`src/hdl/lcgsr_pkg.sv`:
```
// ----------------------------------------------------------------------------
// lcgsr_pkg
// Shared types and constants of the truncated-output LCG seed recovery core.
// ----------------------------------------------------------------------------
package lcgsr_pkg;

    // search kinds
    localparam logic [1:0] FUNC_IV      = 2'd0;
    localparam logic [1:0] FUNC_PID     = 2'd1;
    localparam logic [1:0] FUNC_CHANNEL = 2'd2;
    localparam logic [1:0] FUNC_UNUSED  = 2'd3;

    localparam int MW = 30;  // divisor width
    localparam int TW = 58;  // walk value width, holds base plus one step

    // generator
    localparam logic [31:0] LCG_MULT = 32'h0003_43FD;
    localparam logic [31:0] LCG_ADD  = 32'h0026_9EC3;

    // plain constant set
    localparam logic [MW-1:0] MUL0  = 30'h0003_43FD;
    localparam logic [31:0]   SUB0  = 32'h0025_9EC4;
    localparam logic [TW-1:0] BASE0 = 58'h0_0003_43FA_BC02;
    // five-step constant set
    localparam logic [MW-1:0] MUL1  = 30'h284A_930D;
    localparam logic [31:0]   SUB1  = 32'h9A97_4C78;
    localparam logic [TW-1:0] BASE1 = 58'h142_5498_47B5_6CF2;

    localparam logic [63:0] STEP31 = 64'h0000_0000_8000_0000;
    localparam logic [63:0] STEP32 = 64'h0000_0001_0000_0000;

    // quotient and remainder of one walk step by each multiplier; the 2^32
    // quotients also serve as reciprocals for the start division
    localparam logic [31:0]   QS0_31 = 32'(STEP31 / {34'd0, MUL0});
    localparam logic [MW-1:0] RS0_31 = MW'(STEP31 % {34'd0, MUL0});
    localparam logic [31:0]   QS0_32 = 32'(STEP32 / {34'd0, MUL0});
    localparam logic [MW-1:0] RS0_32 = MW'(STEP32 % {34'd0, MUL0});
    localparam logic [31:0]   QS1_31 = 32'(STEP31 / {34'd0, MUL1});
    localparam logic [MW-1:0] RS1_31 = MW'(STEP31 % {34'd0, MUL1});
    localparam logic [31:0]   QS1_32 = 32'(STEP32 / {34'd0, MUL1});
    localparam logic [MW-1:0] RS1_32 = MW'(STEP32 % {34'd0, MUL1});

    localparam logic [MW-1:0] BOUND_PAIR    = 30'h0001_0000;
    localparam logic [MW-1:0] BOUND_CHANNEL = 30'h0800_0000;

    typedef struct packed {
        logic load_in;
        logic mult;
        logic init;
        logic recip;
        logic mulback;
        logic fix;
        logic advance;
        logic lcg_first;
        logic lcg_step;
        logic store;
        logic push_pend;
        logic push_final;
        logic set_ovf;
    } cmd_t;

    typedef struct packed {
        logic [1:0] func;
        logic       t_over;
        logic       rem_ok;
        logic       n_full;
        logic       pend_valid;
        logic       out_free;
        logic       chk_match;
        logic       chk_last;
    } stat_t;

    function automatic logic [31:0] lcg_next(input logic [31:0] s);
        lcg_next = s * LCG_MULT + LCG_ADD;
    endfunction

endpackage

```
`src/hdl/lcg_truncated_seed_recovery_core.sv`:
```
// ----------------------------------------------------------------------------
// lcg_truncated_seed_recovery_core
// Recovers full LCG seeds from truncated outputs by a stepped division walk.
// ----------------------------------------------------------------------------
// Input channel (in_valid / in_stall): one transfer starts one search; the
// core stalls its input until the last result of that search is in the
// output register. Output channel (out_valid / out_stall): one transfer per
// result, the final one of a search with last set. The output register lets
// the next search start while a result still waits.
// Configuration (cfg_valid / cfg_ready): constant_set, always ready; write it
// only between searches.
// Sequence: setup (product, start value and a reciprocal division of the start
// value by estimate, multiply-back and correction), then the walk steps k (kmax
// + 1 steps) and a check that ends the walk; in pair searches each accepted
// candidate is stored, and in the Channel search a candidate within the bound
// first takes one to four generator checks. The final result then goes to the
// output register. The walk runs at one step a cycle while no candidate holds
// it up, and is what sets throughput.
// Reset clears constant_set, the sequencer and the output valid.
// A stalled output holds its result; the search waits when a new candidate
// needs the output register and it is still full.
// ----------------------------------------------------------------------------
module lcg_truncated_seed_recovery_core #(
    parameter int MAX_RESULTS = 64
) (
    input  logic        clk,
    input  logic        rst_n,
    input  logic        cfg_valid,
    output logic        cfg_ready,
    input  logic        constant_set,
    input  logic        in_valid,
    output logic        in_stall,
    input  logic [1:0]  func,
    input  logic [31:0] first_call,
    input  logic [31:0] second_call,
    input  logic [4:0]  value_hp,
    input  logic [4:0]  value_atk,
    input  logic [4:0]  value_def,
    input  logic [4:0]  value_spa,
    input  logic [4:0]  value_spd,
    input  logic [4:0]  value_spe,
    output logic        out_valid,
    input  logic        out_stall,
    output logic        found,
    output logic [31:0] seed,
    output logic [31:0] next_seed,
    output logic        last,
    output logic        overflow
);

    lcgsr_pkg::cmd_t  cmd;
    lcgsr_pkg::stat_t stat;

    assign cfg_ready = 1'b1;

    lcgsr_ctrl u_ctrl (
        .clk      (clk),
        .rst_n    (rst_n),
        .in_valid (in_valid),
        .in_stall (in_stall),
        .stat     (stat),
        .cmd      (cmd)
    );

    lcgsr_datapath #(
        .MAX_RESULTS (MAX_RESULTS)
    ) u_dp (
        .clk         (clk),
        .rst_n       (rst_n),
        .cmd         (cmd),
        .stat        (stat),
        .cfg_we      (cfg_valid && cfg_ready),
        .cfg_data    (constant_set),
        .func        (func),
        .first_call  (first_call),
        .second_call (second_call),
        .value_hp    (value_hp),
        .value_atk   (value_atk),
        .value_def   (value_def),
        .value_spa   (value_spa),
        .value_spd   (value_spd),
        .value_spe   (value_spe),
        .out_stall   (out_stall),
        .out_valid   (out_valid),
        .found       (found),
        .seed        (seed),
        .next_seed   (next_seed),
        .last        (last),
        .overflow    (overflow)
    );

endmodule

```
`src/hdl/lcgsr_datapath.sv`:
```
// ----------------------------------------------------------------------------
// lcgsr_datapath
// Operand registers, reciprocal divider, walk update, generator steps and the
// pending and output result registers.
// ----------------------------------------------------------------------------
module lcgsr_datapath #(
    parameter int MAX_RESULTS = 64
) (
    input  logic                 clk,
    input  logic                 rst_n,
    input  lcgsr_pkg::cmd_t      cmd,
    output lcgsr_pkg::stat_t     stat,
    input  logic                 cfg_we,
    input  logic                 cfg_data,
    input  logic [1:0]           func,
    input  logic [31:0]          first_call,
    input  logic [31:0]          second_call,
    input  logic [4:0]           value_hp,
    input  logic [4:0]           value_atk,
    input  logic [4:0]           value_def,
    input  logic [4:0]           value_spa,
    input  logic [4:0]           value_spd,
    input  logic [4:0]           value_spe,
    input  logic                 out_stall,
    output logic                 out_valid,
    output logic                 found,
    output logic [31:0]          seed,
    output logic [31:0]          next_seed,
    output logic                 last,
    output logic                 overflow
);

    localparam int MW = lcgsr_pkg::MW;
    localparam int TW = lcgsr_pkg::TW;
    localparam int NW = $clog2(MAX_RESULTS + 1);

    logic            set_reg;
    logic [1:0]      func_reg;
    logic [31:0]     a_reg;
    logic [31:0]     f_reg;
    logic [4:0]      v_reg [4];
    logic [31:0]     prod_reg;
    logic [31:0]     dvd_reg;
    logic [TW-1:0]   t_reg;
    logic [31:0]     q_reg;
    logic [MW-1:0]   r_reg;
    logic [31:0]     c_reg;
    logic [1:0]      chk_reg;
    logic            pend_valid_reg;
    logic [31:0]     pend_seed_reg;
    logic [31:0]     pend_next_reg;
    logic [NW-1:0]   n_reg;
    logic            ovf_reg;
    logic            out_valid_reg;
    logic            found_reg;
    logic [31:0]     seed_reg;
    logic [31:0]     next_reg;
    logic            last_reg;
    logic            overflow_reg;

    logic [MW-1:0]   mul;
    logic [31:0]     sub;
    logic [TW-1:0]   base;
    logic [31:0]     qs;
    logic [MW-1:0]   rs;
    logic [31:0]     rcp;
    logic [31:0]     q_est;
    logic            dvd_ge;
    logic [31:0]     dvd_fix;
    logic [MW-1:0]   bound;
    logic [31:0]     t0;
    logic [MW:0]     r_sum;
    logic            r_wrap;
    logic [TW-1:0]   t_next;
    logic [31:0]     cand;
    logic            out_free;

    always_comb
    begin
        mul  = set_reg ? lcgsr_pkg::MUL1  : lcgsr_pkg::MUL0;
        sub  = set_reg ? lcgsr_pkg::SUB1  : lcgsr_pkg::SUB0;
        base = set_reg ? lcgsr_pkg::BASE1 : lcgsr_pkg::BASE0;
        rcp  = set_reg ? lcgsr_pkg::QS1_32 : lcgsr_pkg::QS0_32;
        if (func_reg == lcgsr_pkg::FUNC_IV)
        begin
            qs     = set_reg ? lcgsr_pkg::QS1_31 : lcgsr_pkg::QS0_31;
            rs     = set_reg ? lcgsr_pkg::RS1_31 : lcgsr_pkg::RS0_31;
            t_next = t_reg + TW'(lcgsr_pkg::STEP31);
        end
        else
        begin
            qs     = set_reg ? lcgsr_pkg::QS1_32 : lcgsr_pkg::QS0_32;
            rs     = set_reg ? lcgsr_pkg::RS1_32 : lcgsr_pkg::RS0_32;
            t_next = t_reg + TW'(lcgsr_pkg::STEP32);
        end
        bound = (func_reg == lcgsr_pkg::FUNC_CHANNEL) ? lcgsr_pkg::BOUND_CHANNEL
                                                     : lcgsr_pkg::BOUND_PAIR;
        t0 = a_reg - prod_reg - sub;
        if (func_reg == lcgsr_pkg::FUNC_IV)
        begin
            t0[31] = 1'b0;
        end
        // estimate is the true quotient or one below it
        q_est     = 32'(({32'd0, dvd_reg} * {32'd0, rcp}) >> 32);
        dvd_ge    = dvd_reg >= {2'd0, mul};
        dvd_fix   = dvd_reg - {2'd0, mul};
        r_sum     = {1'b0, r_reg} + {1'b0, rs};
        r_wrap    = r_sum >= {1'b0, mul};
        cand      = f_reg | q_reg;
        out_free  = !out_valid_reg || !out_stall;
    end

    always_comb
    begin
        stat.func       = func_reg;
        stat.t_over     = t_reg > base;
        stat.rem_ok     = r_reg < bound;
        stat.n_full     = n_reg == NW'(MAX_RESULTS);
        stat.pend_valid = pend_valid_reg;
        stat.out_free   = out_free;
        stat.chk_match  = c_reg[31:27] == v_reg[chk_reg];
        stat.chk_last   = chk_reg == 2'd3;
    end

    // control state
    always_ff @(posedge clk or negedge rst_n)
    begin
        if (!rst_n)
        begin
            set_reg        <= 1'b0;
            pend_valid_reg <= 1'b0;
            n_reg          <= '0;
            ovf_reg        <= 1'b0;
            out_valid_reg  <= 1'b0;
            chk_reg        <= '0;
        end
        else
        begin
            if (cfg_we)
            begin
                set_reg <= cfg_data;
            end
            if (cmd.lcg_first)
            begin
                chk_reg <= '0;
            end
            else if (cmd.lcg_step)
            begin
                chk_reg <= chk_reg + 2'd1;
            end
            if (cmd.load_in)
            begin
                pend_valid_reg <= 1'b0;
                n_reg          <= '0;
                ovf_reg        <= 1'b0;
            end
            else
            begin
                if (cmd.store)
                begin
                    pend_valid_reg <= 1'b1;
                    n_reg          <= n_reg + NW'(1);
                end
                else if (cmd.push_final)
                begin
                    pend_valid_reg <= 1'b0;
                end
                if (cmd.set_ovf)
                begin
                    ovf_reg <= 1'b1;
                end
            end
            if (cmd.push_pend || cmd.push_final)
            begin
                out_valid_reg <= 1'b1;
            end
            else if (!out_stall)
            begin
                out_valid_reg <= 1'b0;
            end
        end
    end

    // payload
    always_ff @(posedge clk)
    begin
        if (cmd.load_in)
        begin
            func_reg <= func;
            if (func == lcgsr_pkg::FUNC_CHANNEL)
            begin
                a_reg <= {value_spd, 27'd0};
                f_reg <= {value_hp, 27'd0};
            end
            else
            begin
                a_reg <= second_call;
                f_reg <= first_call;
            end
            v_reg[0] <= value_atk;
            v_reg[1] <= value_def;
            v_reg[2] <= value_spe;
            v_reg[3] <= value_spa;
        end
        if (cmd.mult)
        begin
            prod_reg <= 32'({2'd0, mul} * f_reg);
        end
        if (cmd.init)
        begin
            t_reg   <= {(TW - 32)'(0), t0};
            dvd_reg <= t0;
        end
        else if (cmd.recip)
        begin
            q_reg <= q_est;
        end
        else if (cmd.mulback)
        begin
            dvd_reg <= dvd_reg - 32'(q_reg * {2'd0, mul});
        end
        else if (cmd.fix)
        begin
            if (dvd_ge)
            begin
                r_reg <= dvd_fix[MW-1:0];
                q_reg <= q_reg + 32'd1;
            end
            else
            begin
                r_reg <= dvd_reg[MW-1:0];
            end
        end
        else if (cmd.advance)
        begin
            t_reg <= t_next;
            if (r_wrap)
            begin
                r_reg <= MW'(r_sum - {1'b0, mul});
                q_reg <= q_reg + qs + 32'd1;
            end
            else
            begin
                r_reg <= r_sum[MW-1:0];
                q_reg <= q_reg + qs;
            end
        end
        if (cmd.lcg_first)
        begin
            c_reg <= lcgsr_pkg::lcg_next(cand);
        end
        else if (cmd.lcg_step)
        begin
            c_reg <= lcgsr_pkg::lcg_next(c_reg);
        end
        if (cmd.store)
        begin
            pend_seed_reg <= cand;
            pend_next_reg <= (func_reg == lcgsr_pkg::FUNC_CHANNEL) ? 32'd0 : c_reg;
        end
        if (cmd.push_pend)
        begin
            found_reg    <= 1'b1;
            seed_reg     <= pend_seed_reg;
            next_reg     <= pend_next_reg;
            last_reg     <= 1'b0;
            overflow_reg <= 1'b0;
        end
        else if (cmd.push_final)
        begin
            found_reg    <= pend_valid_reg;
            seed_reg     <= pend_valid_reg ? pend_seed_reg : 32'd0;
            next_reg     <= pend_valid_reg ? pend_next_reg : 32'd0;
            last_reg     <= 1'b1;
            overflow_reg <= ovf_reg;
        end
    end

    assign out_valid = out_valid_reg;
    assign found     = found_reg;
    assign seed      = seed_reg;
    assign next_seed = next_reg;
    assign last      = last_reg;
    assign overflow  = overflow_reg;

endmodule

```
`src/hdl/lcgsr_ctrl.sv`:
```
// ----------------------------------------------------------------------------
// lcgsr_ctrl
// Sequencer of one search: setup, division, walk, candidate checks, results.
// ----------------------------------------------------------------------------
module lcgsr_ctrl (
    input  logic              clk,
    input  logic              rst_n,
    input  logic              in_valid,
    output logic              in_stall,
    input  lcgsr_pkg::stat_t  stat,
    output lcgsr_pkg::cmd_t   cmd
);

    typedef enum logic [3:0] {
        ST_IDLE,
        ST_MULT,
        ST_INIT,
        ST_RECIP,
        ST_BACK,
        ST_FIX,
        ST_CHECK,
        ST_TEST,
        ST_STORE,
        ST_FINAL
    } state_t;

    state_t state_reg;
    state_t state_next;

    always_comb
    begin
        state_next = state_reg;
        cmd        = '0;
        case (state_reg)
            ST_IDLE:
            begin
                if (in_valid)
                begin
                    cmd.load_in = 1'b1;
                    state_next  = ST_MULT;
                end
            end
            ST_MULT:
            begin
                cmd.mult   = 1'b1;
                state_next = ST_INIT;
            end
            ST_INIT:
            begin
                cmd.init   = 1'b1;
                state_next = (stat.func == lcgsr_pkg::FUNC_UNUSED) ? ST_FINAL : ST_RECIP;
            end
            ST_RECIP:
            begin
                cmd.recip  = 1'b1;
                state_next = ST_BACK;
            end
            ST_BACK:
            begin
                cmd.mulback = 1'b1;
                state_next  = ST_FIX;
            end
            ST_FIX:
            begin
                cmd.fix    = 1'b1;
                state_next = ST_CHECK;
            end
            ST_CHECK:
            begin
                if (stat.t_over)
                begin
                    state_next = ST_FINAL;
                end
                else if (!stat.rem_ok)
                begin
                    cmd.advance = 1'b1;
                end
                else
                begin
                    cmd.lcg_first = 1'b1;
                    state_next = (stat.func == lcgsr_pkg::FUNC_CHANNEL) ? ST_TEST : ST_STORE;
                end
            end
            ST_TEST:
            begin
                if (!stat.chk_match)
                begin
                    cmd.advance = 1'b1;
                    state_next  = ST_CHECK;
                end
                else if (stat.chk_last)
                begin
                    state_next = ST_STORE;
                end
                else
                begin
                    cmd.lcg_step = 1'b1;
                end
            end
            ST_STORE:
            begin
                if (stat.n_full)
                begin
                    cmd.set_ovf = 1'b1;
                    state_next  = ST_FINAL;
                end
                else if (!stat.pend_valid || stat.out_free)
                begin
                    // hand the previous candidate on, keep this one
                    cmd.push_pend = stat.pend_valid;
                    cmd.store     = 1'b1;
                    cmd.advance   = 1'b1;
                    state_next    = ST_CHECK;
                end
            end
            ST_FINAL:
            begin
                if (stat.out_free)
                begin
                    cmd.push_final = 1'b1;
                    state_next     = ST_IDLE;
                end
            end
            default:
            begin
                state_next = ST_IDLE;
            end
        endcase
    end

    always_ff @(posedge clk or negedge rst_n)
    begin
        if (!rst_n)
        begin
            state_reg <= ST_IDLE;
        end
        else
        begin
            state_reg <= state_next;
        end
    end

    assign in_stall = state_reg != ST_IDLE;

endmodule

```
`config.mk`:
```
export PLATFORM = sky130hd
export DESIGN_NAME = lcg_truncated_seed_recovery_core
export DESIGN_NICKNAME = d
export VERILOG_FILES = /design/src/hdl/lcgsr_pkg.sv /design/src/hdl/lcg_truncated_seed_recovery_core.sv /design/src/hdl/lcgsr_datapath.sv /design/src/hdl/lcgsr_ctrl.sv
export SDC_FILE = /design/constraint.sdc
export NUM_CORES = 2
export LEC_CHECK = 0
export BUFFER_PORTS_ARGS = -buffer_cell sky130_fd_sc_hd__buf_2
export CAP_MARGIN = 20
export CORE_ASPECT_RATIO = 0.8
export CORE_MARGIN = 3
export CORE_UTILIZATION = 40
export CTS_BUF_LIST = sky130_fd_sc_hd__clkbuf_8 sky130_fd_sc_hd__clkbuf_16
export DETAILED_ROUTE_END_ITERATION = 8
export GPL_TIMING_DRIVEN = 0
export PLACE_DENSITY = 0.57
export SKIP_CTS_REPAIR_TIMING = 1
export SYNTH_ARGS = -nofsm -noshare
export SYNTH_HDL_FRONTEND = slang
export SYNTH_SLANG_ARGS = --single-unit
```
`constraint.sdc`:
```
create_clock -name clk -period 12.2 [get_ports clk]
set_clock_uncertainty 0.2 [all_clocks]
set_input_delay 1.22 -clock clk [delete_from_list [all_inputs] [get_ports clk]]
set_output_delay 1.22 -clock clk [all_outputs]
set_load 0.02 [all_outputs]
```
# Yosys cells after proc, flatten, opt, wreduce, memory -nomap -nowiden
# Memory sizes are Yosys's and may differ from the RTL's.
# Index checks and enable logic that the tools add are counted.
[op_classes]
magnitude_cmp = 4
add_sub_neg = 15
n_div = 0
mux = 89
mul = 5
n_shift = 0
reduce_logical = 24
n_eq_ne = 26
n_bitwise = 5
[op_table]
columns = ["op", "n"]
rows = [
  ["32-bit 2-to-1 mux", 26],
  ["30-bit 2-to-1 mux", 6],
  ["32-bit subtractor", 3],
  ["32-bit by 1-bit adder with 32-bit output (second input constant)", 2],
  ["32-bit by 22-bit adder with 32-bit output (second input constant)", 2],
  ["32-bit by 18-bit multiplier with 32-bit output (second input constant)", 2],
  ["30-bit subtractor", 2],
  ["58-bit by 32-bit adder with 58-bit output (second input constant)", 1],
  ["58-bit by 33-bit adder with 58-bit output (second input constant)", 1],
  ["58-bit by 57-bit > comparator with 1-bit output", 1],
  ["58-bit 2-to-1 mux", 1],
  ["57-bit 2-to-1 mux", 1],
  ["28-bit 2-to-1 mux", 2],
  ["32-bit by 15-bit multiplier with 47-bit output", 1],
  ["4-bit 2-to-1 mux", 10],
  ["4-bit one-hot mux with 10 select lines", 1],
  ["32-bit adder", 1],
  ["32-bit by 30-bit >= comparator with 1-bit output", 1],
  ["30-bit by 32-bit multiplier with 32-bit output", 1],
  ["32-bit by 30-bit multiplier with 32-bit output", 1],
  ["32-bit OR", 1],
  ["30-bit by 30-bit adder with 31-bit output", 1],
  ["31-bit by 30-bit >= comparator with 1-bit output", 1],
  ["30-bit less-than comparator", 1],
  ["32 further kinds", 98],
]
[totals]
in_bits = 102
rom_bits = 0
mem_bits_rw = 20
n_memories = 1
elab_cells = 195
latchBits = 0
register_bits = 430
[memory_table]
columns = ["name", "depth", "word_bits", "rd", "rd_ports_with_merged_regs", "write_ports", "line_no", "text"]
rows = [
  ["u_dp.v_reg", 4, 5, 1, 0, 4, "lcgsr_datapath.sv:41", "logic [4:0] v_reg [4];"],
]

# Logic depth before layout (Yosys ltp)
[depth]
word_depth = 11
depth_mapped = 33
depth_no_buf = 31

# Cells and area by module
# From an unflattened synthesis, not the netlist that was laid out.
[hier_totals]
hier_cells = 6762
hier_area_um2 = 70546.4
[by_module_without_submodules]
columns = ["mod", "n_inst", "cells_per_inst", "area_per_inst_um2", "seq_area_each_um2"]
rows = [
  ["lcgsr_datapath", 1, 6690, 69984.6, 13037.5],
  ["lcgsr_ctrl", 1, 70, 550.5, 100.1],
  ["lcg_truncated_seed_recovery_core", 1, 2, 11.3, 0.0],
]

# Worst setup path before layout
# OpenSTA, ideal clock, no wires.
[synth_path]
kind = "register -> register"
startpoint = "register u_dp.set_reg"
endpoint = "register u_dp.dvd_reg[31], data pin"
path_buffers = 3
arrival_ns = 10.369
setup_ns = 0.271
t_required_ns = 11.729
setup_slack_ns = 1.360
synth_period_minus_slack_ns = 10.840
stages_incl_launch_ff = 34
cell_sequence = "dfrtp_1 -> inv_1 -> clkbuf_1 -> buf_1 -> buf_1 -> ha_1 -> inv_1 -> fa_1 -> fa_1 -> fa_1 -> inv_1 -> fa_1 -> inv_1 -> fa_1 -> inv_1 -> ha_1 -> inv_1 -> fa_1 -> inv_1 -> fa_1 -> inv_1 -> ha_1 -> and3_1 -> and2_1 -> a21oi_1 -> nand2_1 -> a31oi_1 -> o21ai_0 -> nand4_1 -> a31oi_1 -> a211oi_1 -> o41a_1 -> xnor2_1 -> o22ai_1"
[synth_between]
elab_chain_cells = 6
[synth_lines]
columns = ["item", "line_no", "text"]
rows = [
  ["from (decl)", "lcgsr_datapath.sv:37", "logic set_reg;"],
  ["from (signal assigned)", "lcgsr_datapath.sv:141", "set_reg <= cfg_data;"],
  ["30-bit 2-to-1 mux", "lcgsr_datapath.sv:80", "mul = set_reg ? lcgsr_pkg::MUL1 : lcgsr_pkg::MUL0;"],
  ["32-bit by 30-bit multiplier with 32-bit output", "lcgsr_datapath.sv:220", "dvd_reg <= dvd_reg - 32'(q_reg * {2'd0, mul});"],
  ["32-bit subtractor", "lcgsr_datapath.sv:220", ""],
  ["32-bit 2-to-1 mux", "lcgsr_datapath.sv:218", "else if (cmd.mulback)"],
  ["32-bit 2-to-1 mux", "lcgsr_datapath.sv:214", "else if (cmd.recip)"],
  ["32-bit 2-to-1 mux *", "lcgsr_datapath.sv:209", "if (cmd.init)"],
  ["to (signal assigned)", "lcgsr_datapath.sv:212", "dvd_reg <= t0;"],
  ["to (signal assigned)", "lcgsr_datapath.sv:220", ""],
  ["to (decl)", "lcgsr_datapath.sv:43", "logic [31:0] dvd_reg;"],
]
# Mark *: on every way between the ends. The rest lies on a longest branch, timed or not. The select of a mux whose other input is x is not followed.
# A chain may end at the register's enable or synchronous reset.

# Worst setup path after layout
# Ends and elaborated chain as after synthesis.

==> flow_summary.ini <==
[global_route]
antenna_found_initial = 10
track_usage_pct = 22.9
grt_pass1_vias = 51800
grt_overflow = 0
grt_pass1_wl_mm = 319
grt_max_degree = 65

[worst_setup_path]
required_ns = 12.37
worstPathMaxFanout = 32
criticalPathCategory = reg -> reg
worst_path_max_delay_cell = clkbuf_1
critPathMostFrequentCell = inv_1
crit_buf_inv = 13
cp_top_family = adder cells
timing.rr.start = u_dp.set_reg
reg2reg_depth = 35
critical-path-max-stage-delay_ns = 0.63
cp.arrival_ns = 12.01
startpoint_type = flop
end_kind = flop
rrSetupSlack_ns = 0.36
r2r_end = u_dp.dvd_reg[31]

[floorplanning]
die_y_um = 384
die_w_um = 478
rows = 137
io-pin-count = 172
core_mm2 = 0.176
start_util_pct = 40.6
dieArea_mm2 = 0.183

[finish]
drive_above_1_share_pct = 4.93
largest_register_ffs = 58
fillers = 16900
multi_input_area_mm2 = 0.0511
fin_util_pct = 44.1
nNetsFinal = 9544
areaGrowthSynthToFinish_pct = 8.65
regArea_mm2 = 0.0131

[synth]
synth_cell_types = 90
synth_cells = 7049
ys.flop_type = edfxtp_1
synth_top_area_share_pct = 31.4
yosysWarningCount = 0
synth_edf_count = 404
yosys.area.top_type = fa_1
syn_avg_cell_area_um2 = 10.1
synthesis.area_mm2 = 0.0713
synth_seq_cells = 450
async_flop_share_pct = 3.78
synthTopCellsByArea = fa_1, ha_1, edfxtp_1
ys_seq_area_share_pct = 18.4

[place]
io_buffers = 170
gp_congestion = 0.941
detailedPlacementHpwl_mm = 176

[detailed_routing]
first_iter_violations = 3691
vias = 49600
via_per_inst = 5.10
wl_per_cell_um = 21.2
drt_pass1_iterations = 7
route.detailed.drc = 0
ant_nets = 0
routed_wl_mm = 206

[flow_run]
max-cap-violations = 0

[timing]
timing.final.crit_share_pct = 97.0
hold_viol = 0
grt_setup_unrepaired = false
slew_headroom_pct = 18.6
clock.fmax_mhz = 84.5
slew_viol_final = 0
setup_viol = 0
period_minus_slack_ns = 11.84
worst_pin_slew_ns = 1.22

[clock_tree]
clock_latency_ns = 0.69
cts_made_buffers = 52
clk_path_buf_depth = 3
cts_tree = built
root_buffer = clkbuf_16
cts.sinks = 450
clk_pin_slew_ns = 0.07
cts-htree-levels = 2

[run_status]
outcome = completed

[worst_hold_path]
min-delay-start = u_dp.last
hp-class = reg -> reg
hold-path-cell-count = 2
worst_hold_path.endpoint = u_dp.last
## metal layers
metal  wire length (um)  track usage (%)
met2              88400             34.5
met5                  0                0
met3              16800             4.60
met4               4350             4.43
met1              96600             34.1
## worst max path at each step
stage                 startpoint          endpoint  slack (ns)  cells after the start
floorplan           u_dp.set_reg  u_dp.dvd_reg[31]        1.36                     33
global placement    u_dp.set_reg  u_dp.dvd_reg[31]       -3.83                     31
detailed placement  u_dp.set_reg  u_dp.dvd_reg[31]        0.65                     35
CTS                 u_dp.set_reg  u_dp.dvd_reg[31]        0.56                     35
global route        u_dp.set_reg  u_dp.dvd_reg[31]        0.09                     35
finish              u_dp.set_reg  u_dp.dvd_reg[31]        0.36                     35
## synthesized netlist by cell type, types with 9 or more instances
library cell / number
inv_1: 1780
fa_1: 1120
ha_1: 998
edfxtp_1: 404
xnor2_1: 324
nor2_1: 314
nand2_1: 279
a21oi_1: 236
and2_1: 170
o21ai_0: 151
clkbuf_1: 108
xor2_1: 108
nand3_1: 95
nor3_1: 93
a21o_1: 86
and3_1: 50
a31oi_1: 46
nor2b_1: 41
a211oi_1: 40
nand2b_1: 38
o21a_1: 36
nand4_1: 34
or2_2: 32
o21bai_1: 30
or3_1: 30
dfxtp_1: 29
mux2i_1: 25
nor4_1: 21
o211ai_1: 20
o31ai_1: 18
dfrtp_1: 17
a211o_1: 14
a21boi_0: 13
a311oi_1: 13
a2111oi_0: 12
mux2_2: 12
and4_1: 11
nor3b_1: 11
nand3b_1: 10
o21ai_1: 10
o22ai_1: 10
buf_1: 9
## metrics by stage
step | cell area [um^2] | TNS (ns) | setup slack, ns | std cells | hold WS [ns]
3_3_place_gp | 75200 | -576.98 | -3.83 | 9609 | 0.241
4_1_cts | 77400 | 0 | 0.555 | 9730 | 0.228
2_1_floorplan | 71400 | 0 | 1.36 | 7076 | 0.266
5_1_grt | 77500 | 0 | 0.0934 | 9731 | 0.258
3_5_place_dp | 75600 | 0 | 0.650 | 9632 | 0.237
6_report | 77500 | 0 | 0.365 | 9733 | 0.245
## cell families after synthesis
kind of cell	synth area share [%]
AND/OR/NAND/NOR	8.79
other	0.0105
adder cells (fa/ha/maj)	49.0
buffers and inverters	10.1
XOR/XNOR	5.31
flip-flops	18.4
multiplexers	0.698
AO/OA/AOI/OAI	7.70
## worst register-to-register path, delay by kind of cell (launching register included)
kind | cells | cell delay, ns
AOI/OAI and AO/OA | 7 | 1.70
xor gates and xnor gates | 1 | 0.31
adders and majority gates | 10 | 4.80
buffers and inverters | 13 | 3.38
DFF | 1 | 0.55
and+or+nand+nor | 4 | 0.59
## placed cells by master, fill, tap and decap left out, types with 16 or more instances in the layout
master,netlist,layout
a31oi_1,46,45
nand2b_1,38,38
xor2_1,108,108
nand3_1,95,95
xnor2_1,324,324
or2_2,32,32
a21oi_1,236,236
a211oi_1,40,40
o21bai_1,30,30
ha_1,998,998
a21o_1,86,86
o31ai_1,18,18
nand2_1,279,278
edfxtp_1,404,404
mux2i_1,25,25
buf_2,4,175
or3_1,30,30
dfrtp_1,17,16
nor4_1,21,21
clkbuf_16,0,53
conb_1,2,29
o211ai_1,20,20
o21ai_0,151,150
nor2_1,314,314
nor2b_1,41,41
and2_1,170,170
o21a_1,36,36
nor3_1,93,92
and3_1,50,49
dfxtp_1,29,29
inv_1,1780,1785
fa_1,1120,1120
nand4_1,34,34
clkbuf_1,108,105
## final cells by class
type,count,share of cell area [%]
flip-flops and latches,450,17.0
multi-input cells,4716,66.0
diodes,2,0.00646
inverters,1784,8.64
repair buffers,194,1.58
clock inverters,44,0.648
well taps,2363,3.82
clock buffers,54,1.73
plain buffers,126,0.661
Power is not shown: default switching activity piles up to over one toggle a cycle in this logic, so the estimate is an artifact.
